--- config.mk ---
export PLATFORM = sky130hd
export DESIGN_NAME = framed_command_parser_crc8_core_flat
export DESIGN_NICKNAME = d
export VERILOG_FILES = /design/src/rtl/fcp_pkg.sv /design/src/rtl/fcp_req_if.sv /design/src/rtl/fcp_rsp_if.sv /design/src/rtl/framed_command_parser_crc8_core.sv /design/src/rtl/fcp_reply_ser.sv /design/src/flat_wrapper.sv
export SDC_FILE = /design/constraint.sdc
export NUM_CORES = 1
export LEC_CHECK = 0
export ABC_AREA = 0
export BUFFER_PORTS_ARGS = -buffer_cell sky130_fd_sc_hd__buf_2
export CORE_ASPECT_RATIO = 0.8
export CORE_UTILIZATION = 64
export CTS_CLUSTER_DIAMETER = 30
export DETAILED_ROUTE_END_ITERATION = 8
export MAX_ROUTING_LAYER = met4
export PLACE_DENSITY = 0.88
export SLEW_MARGIN = 5
export SYNTH_ARGS = -nofsm -noshare
export SYNTH_HDL_FRONTEND = slang
export SYNTH_SLANG_ARGS = --single-unit
export TNS_END_PERCENT = 50
--- constraint.sdc ---
create_clock -name clock -period 7 [get_ports clock]
set_input_delay 0 -clock clock [delete_from_list [all_inputs] [get_ports clock]]
set_output_delay 0 -clock clock [all_outputs]
set_load 0.01 [all_outputs]
--- src/rtl/fcp_pkg.sv ---
// Shared types, constants and CRC function for the framed command parser.
package fcp_pkg;

   localparam logic [7:0] HEAD_FIRST  = 8'h55;
   localparam logic [7:0] HEAD_SECOND = 8'hAA;
   localparam logic [7:0] CRC_POLY    = 8'h07;
   localparam logic [7:0] CRC_INIT    = 8'h00;
   localparam logic [7:0] MODE_MIN    = 8'h01;
   localparam logic [7:0] MODE_MAX    = 8'h0F;

   // configuration register indexes
   localparam logic [1:0] CSR_SET_MODE_CMD    = 2'd0;
   localparam logic [1:0] CSR_GET_MODE_CMD    = 2'd1;
   localparam logic [1:0] CSR_REPORT_MODE_CMD = 2'd2;

   localparam logic [7:0] SET_MODE_CMD_RESET    = 8'd1;
   localparam logic [7:0] GET_MODE_CMD_RESET    = 8'd2;
   localparam logic [7:0] REPORT_MODE_CMD_RESET = 8'd3;

   // reply byte positions
   localparam logic [2:0] REPLY_HEAD1 = 3'd0;
   localparam logic [2:0] REPLY_HEAD2 = 3'd1;
   localparam logic [2:0] REPLY_CMD   = 3'd2;
   localparam logic [2:0] REPLY_MODE  = 3'd3;
   localparam logic [2:0] REPLY_CRC   = 3'd4;

   typedef enum logic [2:0] {
      PH_HEAD1 = 3'd0,
      PH_HEAD2 = 3'd1,
      PH_CMD   = 3'd2,
      PH_MODE  = 3'd3,
      PH_CRC   = 3'd4
   } fcp_phase_type;

   // reply descriptor handed from the parser to the serializer
   typedef struct packed {
      logic [7:0] cmd;
      logic [7:0] mode;
      logic       strobe;
   } fcp_reply_type;

   // one byte of CRC-8, MSB first, no reflection
   function automatic logic [7:0] fcp_crc8(input logic [7:0] crc, input logic [7:0] data);
      logic [7:0] c;
      c = crc ^ data;
      for (int k = 0; k < 8; k++) begin
         if (c[7]) begin
            c = {c[6:0], 1'b0} ^ CRC_POLY;
         end else begin
            c = {c[6:0], 1'b0};
         end
      end
      return c;
   endfunction

endpackage

--- src/rtl/fcp_req_if.sv ---
// Received byte channel.
interface fcp_req_if;
   logic       valid;
   logic       ready;
   logic [7:0] rx_byte;

   modport source (output valid, output rx_byte, input ready);
   modport sink   (input valid, input rx_byte, output ready);
endinterface

--- src/rtl/fcp_rsp_if.sv ---
// Reply byte channel.
interface fcp_rsp_if;
   logic       valid;
   logic       ready;
   logic [7:0] tx_byte;
   logic       last_byte;
   logic       mode_set_strobe;
   logic [3:0] new_mode;

   modport source (output valid, output tx_byte, output last_byte,
                   output mode_set_strobe, output new_mode, input ready);
   modport sink   (input valid, input tx_byte, input last_byte,
                   input mode_set_strobe, input new_mode, output ready);
endinterface

--- src/rtl/framed_command_parser_crc8_core.sv ---
// Framed command parser with CRC-8 check and five-byte reply generation.
//
// Received bytes arrive one per transfer on req. The parser hunts for the
// header 0x55 0xAA (a repeated 0x55 keeps it waiting for 0xAA), captures a
// command byte and a mode byte, then compares the fifth byte against a CRC-8
// (poly 0x07, init 0, MSB first) over command and mode. A good set-mode frame
// with mode 1..15 yields an echo reply whose first byte carries
// mode_set_strobe and new_mode; a good get-mode frame yields a report reply
// with the report command code and the received mode. A reply is five
// transfers on rsp: 0x55, 0xAA, command, mode, CRC, with last_byte on the CRC.
// Rate: one received byte per cycle, apart from the stall below. Each byte
// is parsed in the cycle it is taken; a reply leaves the serializer register
// one byte per cycle while rsp is ready, starting the cycle after the CRC
// byte. The single reply buffer is the only stall: a CRC byte waits while a
// previous reply still has bytes to send, which can only happen when rsp is
// back-pressured, since frames are five bytes long. Command codes sit in
// three CSRs written through csr_we/csr_index/csr_wdata; index 3 is ignored.
module framed_command_parser_crc8_core (
   input  logic       clock,
   input  logic       reset,
   fcp_req_if.sink    req,
   fcp_rsp_if.source  rsp,
   input  logic       csr_we,
   input  logic [1:0] csr_index,
   input  logic [7:0] csr_wdata
);
   import fcp_pkg::*;

   // command code registers
   logic [7:0] set_cmd_ff;
   logic [7:0] get_cmd_ff;
   logic [7:0] report_cmd_ff;

   // parser state
   fcp_phase_type phase_ff, phase_in;
   logic [7:0]    cmd_ff, cmd_in;
   logic [7:0]    mode_ff, mode_in;

   logic          accept;
   logic          ser_free;
   logic          reply_load;
   fcp_reply_type reply;
   logic [7:0]    frame_crc;
   logic          crc_ok;
   logic          mode_ok;

   always_ff @(posedge clock) begin
      if (reset) begin
         set_cmd_ff    <= SET_MODE_CMD_RESET;
         get_cmd_ff    <= GET_MODE_CMD_RESET;
         report_cmd_ff <= REPORT_MODE_CMD_RESET;
      end else if (csr_we) begin
         unique case (csr_index)
            CSR_SET_MODE_CMD:    set_cmd_ff    <= csr_wdata;
            CSR_GET_MODE_CMD:    get_cmd_ff    <= csr_wdata;
            CSR_REPORT_MODE_CMD: report_cmd_ff <= csr_wdata;
            default: ;
         endcase
      end
   end

   // Only the CRC byte can start a reply, so only it waits on the buffer.
   assign req.ready = (phase_ff != PH_CRC) || ser_free;
   assign accept    = req.valid & req.ready;

   assign frame_crc = fcp_crc8(fcp_crc8(CRC_INIT, cmd_ff), mode_ff);
   assign crc_ok    = (frame_crc == req.rx_byte);
   assign mode_ok   = (mode_ff >= MODE_MIN) && (mode_ff <= MODE_MAX);

   always_comb begin
      phase_in   = phase_ff;
      cmd_in     = cmd_ff;
      mode_in    = mode_ff;
      reply_load = 1'b0;
      reply      = '{cmd: set_cmd_ff, mode: mode_ff, strobe: 1'b1};
      if (accept) begin
         unique case (phase_ff)
            PH_HEAD1: begin
               if (req.rx_byte == HEAD_FIRST) begin
                  phase_in = PH_HEAD2;
               end
            end
            PH_HEAD2: begin
               if (req.rx_byte == HEAD_SECOND) begin
                  phase_in = PH_CMD;
               end else if (req.rx_byte != HEAD_FIRST) begin
                  phase_in = PH_HEAD1;
               end
            end
            PH_CMD: begin
               cmd_in   = req.rx_byte;
               phase_in = PH_MODE;
            end
            PH_MODE: begin
               mode_in  = req.rx_byte;
               phase_in = PH_CRC;
            end
            PH_CRC: begin
               phase_in = PH_HEAD1;
               if (crc_ok) begin
                  // set code wins when both codes match
                  if (cmd_ff == set_cmd_ff) begin
                     reply_load = mode_ok;
                  end else if (cmd_ff == get_cmd_ff) begin
                     reply_load = 1'b1;
                     reply      = '{cmd: report_cmd_ff, mode: mode_ff, strobe: 1'b0};
                  end
               end
            end
            default: begin
               phase_in = PH_HEAD1;
            end
         endcase
      end
   end

   always_ff @(posedge clock) begin
      if (reset) begin
         phase_ff <= PH_HEAD1;
      end else begin
         phase_ff <= phase_in;
      end
      cmd_ff  <= cmd_in;
      mode_ff <= mode_in;
   end

   fcp_reply_ser u_reply_ser (
      .clock     (clock),
      .reset     (reset),
      .load      (reply_load),
      .load_data (reply),
      .free      (ser_free),
      .rsp       (rsp)
   );

endmodule

--- src/rtl/fcp_reply_ser.sv ---
// Reply serializer: holds one reply and sends its five bytes.
module fcp_reply_ser (
   input  logic                  clock,
   input  logic                  reset,
   input  logic                  load,
   input  fcp_pkg::fcp_reply_type load_data,
   output logic                  free,
   fcp_rsp_if.source             rsp
);
   import fcp_pkg::*;

   logic          busy_ff, busy_in;
   logic [2:0]    idx_ff, idx_in;
   fcp_reply_type data_ff, data_in;
   logic [7:0]    crc_ff, crc_in;
   logic          fire;
   logic          done;

   assign fire = busy_ff & rsp.ready;
   assign done = fire && (idx_ff == REPLY_CRC);
   assign free = !busy_ff || done;

   always_comb begin
      busy_in = busy_ff;
      idx_in  = idx_ff;
      data_in = data_ff;
      crc_in  = crc_ff;
      if (load) begin
         busy_in = 1'b1;
         idx_in  = REPLY_HEAD1;
         data_in = load_data;
         crc_in  = fcp_crc8(fcp_crc8(CRC_INIT, load_data.cmd), load_data.mode);
      end else if (fire) begin
         if (done) begin
            busy_in = 1'b0;
         end else begin
            idx_in = idx_ff + 3'd1;
         end
      end
   end

   always_ff @(posedge clock) begin
      if (reset) begin
         busy_ff <= 1'b0;
         idx_ff  <= REPLY_HEAD1;
      end else begin
         busy_ff <= busy_in;
         idx_ff  <= idx_in;
      end
      data_ff <= data_in;
      crc_ff  <= crc_in;
   end

   always_comb begin
      case (idx_ff)
         REPLY_HEAD1: rsp.tx_byte = HEAD_FIRST;
         REPLY_HEAD2: rsp.tx_byte = HEAD_SECOND;
         REPLY_CMD:   rsp.tx_byte = data_ff.cmd;
         REPLY_MODE:  rsp.tx_byte = data_ff.mode;
         default:     rsp.tx_byte = crc_ff;
      endcase
   end

   assign rsp.valid           = busy_ff;
   assign rsp.last_byte       = (idx_ff == REPLY_CRC);
   assign rsp.mode_set_strobe = data_ff.strobe && (idx_ff == REPLY_HEAD1);
   assign rsp.new_mode        = rsp.mode_set_strobe ? data_ff.mode[3:0] : 4'd0;

endmodule

--- src/flat_wrapper.sv ---
// flat-port wrapper written by rule: the top's interface ports become plain ports
module framed_command_parser_crc8_core_flat import fcp_pkg::*;
  (clock, reset, csr_we, csr_index, csr_wdata, req_valid, req_rx_byte, req_ready, rsp_valid, rsp_tx_byte, rsp_last_byte, rsp_mode_set_strobe, rsp_new_mode, rsp_ready);
  fcp_req_if req_i ();
  fcp_rsp_if rsp_i ();
  input  logic clock;
  input  logic reset;
  input  logic csr_we;
  input  logic [1:0] csr_index;
  input  logic [7:0] csr_wdata;
  input wire logic [$bits(req_i.valid)-1:0] req_valid;
  input wire logic [$bits(req_i.rx_byte)-1:0] req_rx_byte;
  output wire logic [$bits(req_i.ready)-1:0] req_ready;
  output wire logic [$bits(rsp_i.valid)-1:0] rsp_valid;
  output wire logic [$bits(rsp_i.tx_byte)-1:0] rsp_tx_byte;
  output wire logic [$bits(rsp_i.last_byte)-1:0] rsp_last_byte;
  output wire logic [$bits(rsp_i.mode_set_strobe)-1:0] rsp_mode_set_strobe;
  output wire logic [$bits(rsp_i.new_mode)-1:0] rsp_new_mode;
  input wire logic [$bits(rsp_i.ready)-1:0] rsp_ready;
  assign req_i.valid = req_valid;
  assign req_i.rx_byte = req_rx_byte;
  assign req_ready = req_i.ready;
  assign rsp_valid = rsp_i.valid;
  assign rsp_tx_byte = rsp_i.tx_byte;
  assign rsp_last_byte = rsp_i.last_byte;
  assign rsp_mode_set_strobe = rsp_i.mode_set_strobe;
  assign rsp_new_mode = rsp_i.new_mode;
  assign rsp_i.ready = rsp_ready;
  framed_command_parser_crc8_core u_core (.clock(clock), .reset(reset), .req(req_i), .rsp(rsp_i), .csr_we(csr_we), .csr_index(csr_index), .csr_wdata(csr_wdata));
endmodule
==> metrics.yaml, run 1 <==
crit_chain: "xnor2_2 -> xnor3_2 -> xnor2_1 -> mux2i_1 -> and4_1 -> mux2_2 -> xnor3_1 -> xor2_1"
cts_buffer_depth: 2
diodes: 0
min_path_type: "in -> reg"
dp_hpwl_um: 6400
first_global_vias: 2933
post_cts_buffers: 0
whs_path_depth: 4
final_nets: 449
overflow: 0
synth_top_family_by_area: "XOR/XNOR gates"
numCtsBuffers: 9
antenna_left: 0
netSwitchingPower_w: 0.000199
syn_inst: 374
synth_adder_area_share_pct: 1.50
finalHoldViolCount: 0
rr_endpoint: "u_core.u_reply_ser.crc_ff[6]"
r2r_cells: 8
core_area_sq_mm: 0.00610
dieArea_sq_mm: 0.00685
grt_max_degree: 30
synth_compound_area_share_pct: 6.02
drt_iter0_drc: 179
final_cell_mix: "xnor2_1, nor2_1, edfxtp_1, buf_2, dfxtp_1"
path_max_fanout: 17
crit_slowest_cell: "and4_1"
fin_skew_ns: 0.00731
grt_pass1_wl_um: 14400
grtUsageMet3_pct: 5.32
grt_usage_pct: 29.3
grt_use_met1_pct: 36.1
antenna_found_initial: 0
crit_required_ns: 7.08
clockRootBuffer: "clkbuf_8"
setup_tns_ns: 0
wirelength_um: 8910
rsz0062_at_grt: "false"
met2_usage_pct: 48.6
critical-path-max-stage-delay_ns: 0.79
cp-end-kind: "register"
crit_arrival_ns: 3.84
vdd_ir_drop_max_uv: 146
p_comb_share_pct: 11.1
yosys_warnings: 0
path_class: "reg -> reg"
ff2ff_setup_slack_ns: 3.25
cp-start-kind: "register"
fp.dieH_um: 74.3
synth-main-ff-cell: "edfxtp_1"
busiest_layer: "met2"
synth-simple-area-share_pct: 10.7
synth.distinct_cells: 45
final_core_util_pct: 77.7
wl_per_cell_um: 17.6
first_pass_iters: 4
maxCapViolCount: 0
clkTransAtPathRegs_ns: 0.07
outcome: "finished clean"
crit_buf_inv: 0
fin_area_sq_mm: 0.00474
ys_seq_area_share_pct: 44.3
worstHoldStart: "req_valid"
synth_xor_area_share_pct: 25.1
routed_via_density: 5.70
io_pins: 39
netlist_area_sq_mm: 0.00418
holdPathEnd: "u_core.phase_ff[1]"
r2r-start: "u_core.cmd_ff[6]"
synth_seq_cells: 72
p_seq_share_pct: 52.5
p_per_area_mw_per_mm2: 185
fmax_mhz: 267
critical-path-top-delay-family: "XOR/XNOR gates"
fillers: 420
p_clk_share_pct: 36.4
p_int_w: 0.000679
start_util_pct: 68.5
syn2layout_area_growth_pct: 13.5
slew_headroom_pct: 16.7
clkSinkCount: 72
timing.final.crit_period_ns: 3.75
layout_commonest_cell: "xnor2_1"
clock_latency_ns: 0.34
worst_pin_slew_ns: 1.25
p_leak_nw: 1.85
drive_gt1_share_pct: 17.4
gp_congestion: 0.844
post-route-drc-count: 0
synth-edff-count: 41
cp.depth: 8
min_period_over_period_pct: 53.6
h-tree-depth: 3
syn_avg_cell_area_sq_um: 11.2
num_vias: 2892
dpl-instance-area_sq_mm: 0.00439
syn_nets: 402
setup_viol: 0
dieWidth_um: 92.3
fp-row-count: 25
async_reset_ff_share_pct: 0
synthMuxAreaShare_pct: 9.53
switching_share_pct: 22.7
io_buffers: 38
slew_viol_final: 0
cts_tree: "yes"
## timing repair
action / CTS / global route
gates resized for setup: 0 / 0
hold buffers: 16 / 0
hold endpoints to repair: 37 / 0
## registers in the layout, summed over array words and instances (netlist names)
| name | flops |
|---|---|
| u_core.u_reply_ser.idx_ff | 3 |
| u_core.get_cmd_ff | 8 |
| u_core.phase_ff | 3 |
| u_core.cmd_ff | 8 |
| u_core.u_reply_ser.data_ff | 17 |
| u_core.mode_ff | 8 |
| u_core.u_reply_ser.rsp.valid | 1 |
| u_core.set_cmd_ff | 8 |
| u_core.u_reply_ser.crc_ff | 8 |
| u_core.report_cmd_ff | 8 |
## synthesized netlist by cell type, types with 4 or more instances
| library cell | number | area (sq um) |
|---|---|---|
| nand4_1 | 4 | 25.0 |
| xnor2_1 | 60 | 526 |
| nor2_1 | 53 | 199 |
| and2_1 | 5 | 31.3 |
| nor4bb_1 | 4 | 40.0 |
| mux2_2 | 7 | 78.8 |
| mux2i_1 | 29 | 290 |
| inv_1 | 6 | 22.5 |
| nor3_1 | 4 | 20.0 |
| edfxtp_1 | 41 | 1230 |
| a211o_1 | 4 | 35.0 |
| nand2_1 | 5 | 18.8 |
| a21oi_1 | 26 | 130 |
| dfxtp_1 | 31 | 621 |
| xnor3_1 | 7 | 158 |
| xnor2_2 | 8 | 130 |
| clkbuf_1 | 12 | 45.0 |
| xor2_1 | 24 | 210 |
| ha_1 | 5 | 62.6 |
## logic make-up (layout without fill, tap and decap cells)
family / count (synthesis) / in the layout
DFF: 72 / 72
xor gates and xnor gates: 100 / 100
muxes: 38 / 38
adders and majority gates: 5 / 5
and+or+nand+nor: 92 / 92
AOI/OAI and AO/OA: 41 / 41
buffers and inverters: 26 / 78
## how the worst max path moves through the flow
stage,from,to,slack (ns)
floorplan,u_core.cmd_ff[6],u_core.u_reply_ser.idx_ff[2],3.73
global placement,u_core.cmd_ff[6],u_core.u_reply_ser.crc_ff[6],3.47
detailed placement,u_core.cmd_ff[6],u_core.u_reply_ser.crc_ff[6],3.32
CTS,u_core.cmd_ff[6],u_core.u_reply_ser.crc_ff[6],3.26
global route,u_core.cmd_ff[6],u_core.u_reply_ser.crc_ff[4],3.06
finish,u_core.cmd_ff[6],u_core.u_reply_ser.crc_ff[6],3.25
## layer usage
layer,part of all wire [%],wire [um]
met1,43,3820
met2,49,4400
met3,6.0,533
met4,1.8,162
met5,0,0
## layout make-up
type	count	area, sq um	area share [%]
multi-input combinational	276	2210	46.6
clock inverter	3	41.3	0.871
sequential	72	1850	39.1
clock buffer	13	149	3.14
tap	81	101	2.14
inverter	6	22.5	0.475
timing repair buffer	56	365	7.71
## worst reg2reg max path, stage by stage (launching register included)
cell	delay (ns)
edfxtp_1	0.53
xnor2_2	0.30
xnor3_2	0.41
xnor2_1	0.21
mux2i_1	0.31
and4_1	0.79
mux2_2	0.44
xnor3_1	0.34
xor2_1	0.14
## per-stage QoR
step	total power, W	setup slack, ns	cells	hold slack [ns]
final	0.000879	3.25	507	0.0341
after global routing	0.000907	3.06	507	0.0433
after CTS	0.000881	3.26	507	0.0192
after detailed placement	0.000559	3.32	475	0.253
after global placement	0.000556	3.47	475	0.241
after floorplan	0.000535	3.73	374	0.0989
## power by group through the flow
stage                     clock (W)  sequential (W)  combinational [W]
after global placement            0        0.000470          0.0000853
after global routing       0.000339        0.000462           0.000106
after CTS                  0.000323        0.000461          0.0000968
after floorplan                   0        0.000467          0.0000679
after detailed placement          0        0.000471          0.0000886
final                      0.000320        0.000461          0.0000973
(Power assumes the default switching activity.)
==> run 2: changes to the inputs <==
- CORE_UTILIZATION: 64 -> 60
- PLACE_DENSITY: 0.88 -> 0.83
- clock period: 7 -> 3.8 ns (I/O delays scaled with it)
==> metrics.yaml, run 2 (synthesis gave the netlist of run 1 again) <==
outcome: "finished clean"
final_nets: 454
grt_pass1_wl_um: 14200
maxCapViolCount: 0
grt_max_degree: 30
finalHoldViolCount: 0
r2r-start: "u_core.cmd_ff[6]"
dp_hpwl_um: 6480
worstHoldStart: "rsp_ready"
largest_reg_flops: 17
antenna_left: 0
grt_usage_pct: 27.7
holdPathEnd: "u_core.u_reply_ser.idx_ff[2]"
slew_headroom_pct: 24.8
start_util_pct: 63.9
cp-end-kind: "register"
min_period_over_period_pct: 89.6
drive_gt1_share_pct: 18.3
antenna_found_initial: 0
p_leak_nw: 1.89
cp-start-kind: "register"
fp-row-count: 26
gp_congestion: 0.845
drt_iter0_drc: 154
crit_arrival_ns: 3.50
clockRootBuffer: "clkbuf_8"
rr_endpoint: "u_core.u_reply_ser.crc_ff[6]"
dieArea_sq_mm: 0.00730
fmax_mhz: 294
syn2layout_area_growth_pct: 15.3
cts_buffer_depth: 2
fin_skew_ns: 0.00844
clkTransAtPathRegs_ns: 0.08
ff2ff_setup_slack_ns: 0.39
pre_cts_ws_ns: 0.485
io_buffers: 38
r2r_cells: 9
diodes: 0
placedCellCount: 482
clock_latency_ns: 0.35
dieWidth_um: 95.3
p_per_area_mw_per_mm2: 350
first_global_vias: 2817
wl_per_cell_um: 17.3
setup_viol: 0
overflow: 0
routed_via_density: 5.55
post-route-drc-count: 0
slew_viol_final: 0
path_class: "reg -> reg"
timing.final.crit_period_ns: 3.41
clkSinkCount: 72
setup_tns_ns: 0
worst_pin_slew_ns: 1.12
layout_commonest_cell: "xnor2_1"
largest_register: "u_core.u_reply_ser.data_ff"
vdd_ir_drop_max_uv: 217
core_area_sq_mm: 0.00654
whs_path_depth: 5
wirelength_um: 8930
post_cts_buffers: 0
final_cells: 515
cts_tree: "yes"
io_pins: 39
crit_required_ns: 3.89
final_core_util_pct: 73.6
num_vias: 2860
layout_setup_ws_ns: 0.394
hold_slack_ns: 0.108
final_cell_mix: "xnor2_1, nor2_1, edfxtp_1, buf_2, dfxtp_1"
path_max_fanout: 17
fp.dieH_um: 76.6
first_pass_iters: 5
h-tree-depth: 3
rsz0062_at_grt: "false"
min_path_type: "in -> reg"
numCtsBuffers: 9
run 2: cell types whose count changed in the layout (fill, tap and decap cells not counted), sizes merged:
cell         delta
buf             +4
inv             -1
clkbuf          +3
bufinv          -1
clkinv          -1
dlygate4sd3     +1
run 2: timing repair:
item	CTS	global route
resized for setup	0	0
hold endpoints to repair	40	0
hold buffers	17	0
run 2: through the flow:
step / area [sq um] / total power, W
2_1_floorplan: 4180 / 0.000986
3_3_place_gp: 4420 / 0.00102
3_5_place_dp: 4420 / 0.00103
4_1_cts: 4810 / 0.00169
5_1_grt: 4810 / 0.00174
6_report: 4810 / 0.00168
run 2: cell type report:
type | instances | area [sq um]
inverter | 6 | 22.5
tap | 84 | 105
timing repair buffer | 61 | 405
sequential | 72 | 1850
clock buffer | 16 | 223
multi-input combinational | 276 | 2210
fill | 464 | 1720
run 2: power by group:
group,internal (W),total (W),switching [W]
clock network,0.000372,0.000656,0.000285
logic,0.0000951,0.000179,0.0000835
registers,0.000835,0.000850,0.0000148
run 2: how the worst max path moves through the flow:
| stage | from | to | slack (ns) | cells after the start |
|---|---|---|---|---|
| after detailed placement | u_core.cmd_ff[6] | u_core.u_reply_ser.crc_ff[6] | 0.49 | 9 |
| after CTS | u_core.cmd_ff[6] | u_core.u_reply_ser.crc_ff[6] | 0.42 | 9 |
| after global routing | u_core.cmd_ff[6] | u_core.u_reply_ser.crc_ff[6] | 0.26 | 9 |
| final | u_core.cmd_ff[6] | u_core.u_reply_ser.crc_ff[6] | 0.39 | 9 |
| after floorplan | u_core.cmd_ff[6] | u_core.u_reply_ser.idx_ff[2] | 0.53 | 8 |
| after global placement | u_core.cmd_ff[6] | u_core.u_reply_ser.crc_ff[6] | 0.56 | 9 |
run 2: routing by layer:
metal	global-route usage (%)	share of wire, %
met3	6.49	5.7
met1	36.9	46
met2	42.1	47
met4	7.73	1.4
met5	-	0
run 2: critical path, cell delays in order, from the launching register on:
cell and delay, ns:
edfxtp_1 0.53, xnor2_2 0.29, xnor3_1 0.38, nor3_1 0.25, o2111a_1 0.28, and4_1 0.21, buf_4 0.26, mux2_2 0.40
xnor3_1 0.37, xor2_1 0.16
